--- config.mk ---
export PLATFORM = sky130hd
export DESIGN_NAME = spt_queue
export DESIGN_NICKNAME = d
export VERILOG_FILES = /design/src/hw/rtl/spt_pkg.sv /design/src/hw/rtl/spt_queue.sv
export SDC_FILE = /design/constraint.sdc
export NUM_CORES = 1
export LEC_CHECK = 0
export BUFFER_PORTS_ARGS = -buffer_cell sky130_fd_sc_hd__buf_4
export CAP_MARGIN = 30
export CORE_AREA = 2 2 71 73
export CTS_CLUSTER_SIZE = 40
export DETAILED_ROUTE_END_ITERATION = 8
export DIE_AREA = 0 0 73 75
export PLACE_DENSITY = 0.88
export REMOVE_ABC_BUFFERS = 1
export SYNTH_ARGS = -nofsm -noshare
export SYNTH_HDL_FRONTEND = slang
export SYNTH_SLANG_ARGS = --single-unit
--- constraint.sdc ---
create_clock -name clock -period 5 [get_ports clock]
set_clock_uncertainty 0.2 [all_clocks]
set_input_delay 0.25 -clock clock [delete_from_list [all_inputs] [get_ports clock]]
set_output_delay 0.25 -clock clock [all_outputs]
set_load 0.05 [all_outputs]
--- src/hw/rtl/spt_pkg.sv ---
`timescale 1ns / 1ps

package spt_pkg;

   localparam int NumWeightsDefault  = 4096;
   localparam int MaxFeaturesDefault = 64;
   localparam int QueueDepthDefault  = 2;

   localparam int ModeWidth   = 2;
   localparam int IdWidth     = 12;
   localparam int ValueWidth  = 16;
   localparam int WeightWidth = 32;
   localparam int RateWidth   = 24;
   localparam int AccWidth    = 56;
   localparam int ErrWidth    = 32;

   localparam logic [RateWidth-1:0] RateReset = 24'd16777;

   typedef enum logic [ModeWidth-1:0] {
      MODE_FEATURE = 2'd0,
      MODE_END     = 2'd1,
      MODE_READ    = 2'd2,
      MODE_CLEAR   = 2'd3
   } mode_type;

   // one classified request as it sits in the queue
   typedef struct packed {
      mode_type                      mode;
      logic [IdWidth-1:0]            id;
      logic signed [ValueWidth-1:0]  value;
      logic                          label;
      logic                          in_range;
   } op_type;

   // queue and back-end status seen by the front
   typedef struct packed {
      logic full;
      logic busy;
   } front_status_type;

endpackage

--- src/hw/rtl/spt_queue.sv ---
`timescale 1ns / 1ps

module spt_queue #(
   parameter int DEPTH = spt_pkg::QueueDepthDefault
) (
   input  logic            clock,
   input  logic            reset,
   input  logic            push,
   input  spt_pkg::op_type push_data,
   output logic            full,
   input  logic            pop,
   output spt_pkg::op_type pop_data,
   output logic            empty
);
   import spt_pkg::*;

   localparam int PW = (DEPTH > 1) ? $clog2(DEPTH) : 1;
   localparam int CW = $clog2(DEPTH + 1);

   op_type          mem [DEPTH];
   logic [PW-1:0]   wr_ptr_ff, wr_ptr_in;
   logic [PW-1:0]   rd_ptr_ff, rd_ptr_in;
   logic [CW-1:0]   count_ff, count_in;

   assign full     = count_ff == CW'(DEPTH);
   assign empty    = count_ff == '0;
   assign pop_data = mem[rd_ptr_ff];

   always_comb begin
      wr_ptr_in = wr_ptr_ff;
      rd_ptr_in = rd_ptr_ff;
      count_in  = count_ff;
      if (push) begin
         wr_ptr_in = (wr_ptr_ff == PW'(DEPTH - 1)) ? '0 : wr_ptr_ff + 1'b1;
      end
      if (pop) begin
         rd_ptr_in = (rd_ptr_ff == PW'(DEPTH - 1)) ? '0 : rd_ptr_ff + 1'b1;
      end
      if (push && !pop) begin
         count_in = count_ff + 1'b1;
      end else if (pop && !push) begin
         count_in = count_ff - 1'b1;
      end
   end

   always_ff @(posedge clock) begin
      if (reset) begin
         wr_ptr_ff <= '0;
         rd_ptr_ff <= '0;
         count_ff  <= '0;
      end else begin
         wr_ptr_ff <= wr_ptr_in;
         rd_ptr_ff <= rd_ptr_in;
         count_ff  <= count_in;
      end
   end

   always_ff @(posedge clock) begin
      if (push) begin
         mem[wr_ptr_ff] <= push_data;
      end
   end

endmodule

* Word level (Yosys, flattened, before mapping)
Memory sizes are Yosys's and may differ from the RTL's. A register that Yosys moved wholly into a read port is not among the register bits.
Index checks and enable logic that the tools add are counted.
** Storage, ports and cells
- Register bits :: 4
- Bits in writable memories :: 64
- Bits of input ports :: 36
- Logic and storage cells :: 23
- Memories :: 1
** Memory list
- mem :: depth 2, width 32, read ports 1, clocked after memory_dff 1, write ports 1, line spt_queue.sv:20 : op_type mem [DEPTH];
** Operators by class
- Add/subtract/negate cells :: 4
- Eq/ne operators :: 1
- Muxes and demuxes :: 8
- Reduce and logical (&&, ||, !) cells :: 6
** Operator list (number)
- 2-to-1 mux 1 bit :: 6
- 2-to-1 mux 2 bit :: 2
- adder 1 bit (second input constant) :: 2
- adder 2 x 1 -> 2 bit (second input constant) :: 1
- == test 2 bit (second input constant) :: 1
- logical AND 1 bit :: 2
- logical NOT 1 bit :: 2
- logical NOT 2 bit :: 1
- nonzero test 2 bit :: 1
- subtractor 2 x 1 -> 2 bit (second input constant) :: 1

* Longest topological paths before layout
- Word-level depth :: 4
- Depth in mapped cells :: 5
- Depth with buffers taken out :: 5

* Worst setup path after synthesis
Ideal clock, no wire load.
- Path kind :: register -> register
- Start point :: register wr_ptr_ff
- End point :: memory mem[0][0] (netlist bit), enable pin
- Library setup time :: 0.425 ns
- Arrival :: 1.768 ns
- Setup slack :: 2.608 ns
- Cell stages (with the launch flop) :: 2
- Path buffers :: 0
- Path through :: dfxtp_1 nor2b_1
** RTL lines
- start: declaration :: line spt_queue.sv:21 : logic [PW-1:0] wr_ptr_ff, wr_ptr_in;
- start signal: assignment :: line spt_queue.sv:52 : wr_ptr_ff <= wr_ptr_in;
- end: declaration :: line spt_queue.sv:20
No word-level cell before the write port.

==> impl_metrics.csv <==
group,metric,value,unit
status,outcome,"finished, final reports clean",
clock_network,ctsResizeCount,0,
critical_path,cp-start-kind,"flip-flop",
sta,relSlewSlack,0.374,
route,final_antenna_net_count,0,
sta,setup_tns,0,ns
power_and_ir_drop,ir_drop,0.000344,V
floorplanning,num_rows,25,
min_path,min_to,"count_ff[1]",
route,drt_iter0_drc,107,
sta,period_needed,2.49,ns
sta,min_period_over_period,0.499,
global_routing,grt_max_degree,33,
yosys,synth_area_per_cell,20.6,µm²
global_routing,overflow,0,
floorplanning,io_pins,70,
placement,place_congestion,0.726,
finish,seqCellArea,2020,µm²
critical_path,critPathMaxFanout,17,
finish,syn_to_final_growth,43.6,%
critical_path,regToRegEndpoint,"mem[1][0]",
sta,clock.fmax,401,MHz
sta,rsz0062_at_grt,"no",
yosys,ys_seq_area_frac,0.803,
power_and_ir_drop,p_per_area,375,nW/µm²
global_routing,grt_pass1_wl,7790,µm
sta,slew_viol_final,0,
placement,place_hpwl,3240,µm
clock_network,htree_levels,3,
yosys,syn_inst,122,
clock_network,worstSkewPairLatency,0.34,ns
min_path,whs_path_depth,2,
yosys,synth_cell_types,17,
clock_network,cts.clk_slew.worst_paths,0.07,ns
job,max_cap_viol_count,0,
clock_network,cts_tree,"yes",
critical_path,reg2reg_slack,3.12,ns
floorplanning,die_w,73,µm
sta,worstMarginPinSlew,0.936,ns
clock_network,numCtsBuffers,9,
finish,postLayoutCoreUtil,0.776,
global_routing,antenna_found_initial,0,
finish,drive_above_1_share,0.492,
sta,whs,0.311,ns
yosys,yosys_warnings,0,
critical_path,r2r-start,"wr_ptr_ff",
critical_path,crit_arrival,2.04,ns
critical_path,cp-end-kind,"output port",
placement,dp_worst_setup_slack,2.85,ns
finish,multiInputGateArea,472,µm²
clock_network,cts-root-buf,"clkbuf_8",
min_path,hp-class,"flip-flop to flip-flop",
route,vias_per_cell,4.95,
sta,setup_viol,0,
placement,io_buffers,69,
floorplanning,initial_core_util,0.540,
global_routing,track_usage,0.208,
min_path,worstHoldStart,"count_ff[1]",
floorplanning,die_area,5480,µm²
floorplanning,coreArea,4660,µm²
clock_network,cts.sinks,69,
global_routing,first_global_vias,1572,
yosys,syn-cell-area,2520,µm²
finish,nets,272,
route,wire_per_inst,17.7,µm
route,vias,1456,
clock_network,cts_setup_buffers,0,
critical_path,crit_required,4.55,ns
critical_path,crit_type,"flip-flop to output port",
clock_network,clk_path_buf_depth,2,
sta,setup_ws,2.51,ns
route,wirelength,5190,µm
critical_path,reg2regPathDepth,2,
finish,n_antenna_cell,0,
finish,fillers,253,
route,dr.pass1.iters,4,
yosys,ys_ff_latch,69,
power_and_ir_drop,leakagePower,0.00139,µW
floorplanning,die_y,75,µm
route,route.detailed.drc,0,
sta,final-hold-violation-count,0,
cell usage in the layout, fill, tap and decap left out:
cell,synthesis,final
nor2_1,5,5
xnor2_1,2,2
and2b_2,1,1
clkinv_2,0,3
inv_1,1,1
dlygate4sd3_1,0,35
nor2b_4,0,1
o21ai_0,1,1
edfxtp_1,64,64
clkinvlp_4,0,2
mux2_1,2,2
ha_1,1,1
a21oi_1,1,1
dfxtp_1,5,5
and2_1,1,1
buf_4,3,71
xor2_1,2,2
mux2_2,30,30
or3_1,1,1
clkbuf_8,0,9
clkinv_4,0,1
clkinv_1,0,1
state kept, by name, summed over array words and instances, names as in the netlist, named ones only:
name	cells
count_ff	2
mem	64
rd_ptr_ff	1
wr_ptr_ff	1
worst max path at each step:
stage | from | end | slack (ns)
floorplan | wr_ptr_ff | mem[0][0] | 2.61
global placement | flip-flop | pop_data[22] | 2.91
detailed placement | flip-flop | pop_data[12] | 2.85
CTS | flip-flop | pop_data[22] | 2.47
global route | flip-flop | pop_data[12] | 2.39
finish | flip-flop | pop_data[5] | 2.51
per-stage QoR:
step           instance area (µm²)  total power [µW]  std cells
2_1_floorplan                 2490               871        118
3_3_place_gp                  3100               954        243
3_5_place_dp                  3100               965        243
4_1_cts                       3610              1360        294
5_1_grt                       3610              1410        294
6_report                      3610              1350        294
synthesized netlist by cell type:
library cell / instances / area (µm²)
nor2b_1: 1 / 6.26
and2b_2: 1 / 8.76
buf_4: 3 / 22.5
xor2_1: 2 / 17.5
edfxtp_1: 64 / 1920
a21oi_1: 1 / 5.00
mux2_1: 2 / 22.5
dfxtp_1: 5 / 100
and2_1: 1 / 6.26
clkbuf_2: 1 / 5.00
o21ai_0: 1 / 5.00
ha_1: 1 / 12.5
xnor2_1: 2 / 17.5
or3_1: 1 / 6.26
inv_1: 1 / 3.75
nor2_1: 5 / 18.8
mux2_2: 30 / 338
timing repair:
item                       4_1_cts  5_1_grt
hold endpoints to repair        69        0
hold buffers                    35        0
setup endpoints to repair        0        0
final cells by class:
class,count,area share
clock buffers,9,0.0343
clock inverters,7,0.0118
well taps,54,0.0187
inverters,1,0.00104
multi-input cells,48,0.130
flip-flops and latches,69,0.559
repair buffers,106,0.244
worst max-delay path: stages, from the launching register on:
cell and delay (ns):
dfxtp_1 0.75, buf_4 0.37, mux2_2 0.38, buf_4 0.19
logic make-up (layout without fill, tap and decap cells):
| logic type | count (synthesis) | after routing | share of synthesized area |
|---|---|---|---|
| AND/OR/NAND/NOR | 9 | 9 | 0.0184 |
| buffers and inverters | 5 | 123 | 0.0124 |
| AO/OA/AOI/OAI | 2 | 2 | 0.00397 |
| XOR/XNOR | 4 | 4 | 0.0139 |
| flip-flops | 69 | 69 | 0.803 |
| multiplexers | 32 | 32 | 0.143 |
| adder cells (fa/ha/maj) | 1 | 1 | 0.00497 |
power breakdown:
group          total, µW  internal (µW)  switching [µW]
clock network        381            176             205
registers            688            672            16.0
logic                286            111             175
routing by layer:
metal / vias up / wire length, µm / global-route usage
met1: 703 / 1960 / 0.227
met2: 51 / 2890 / 0.372
met5: - / 0 / 0
met4: 0 / 80 / 0.0679
met3: 6 / 260 / 0.0830
li1: 696 / - / -
No activity file was read; power rests on OpenSTA's default activity.
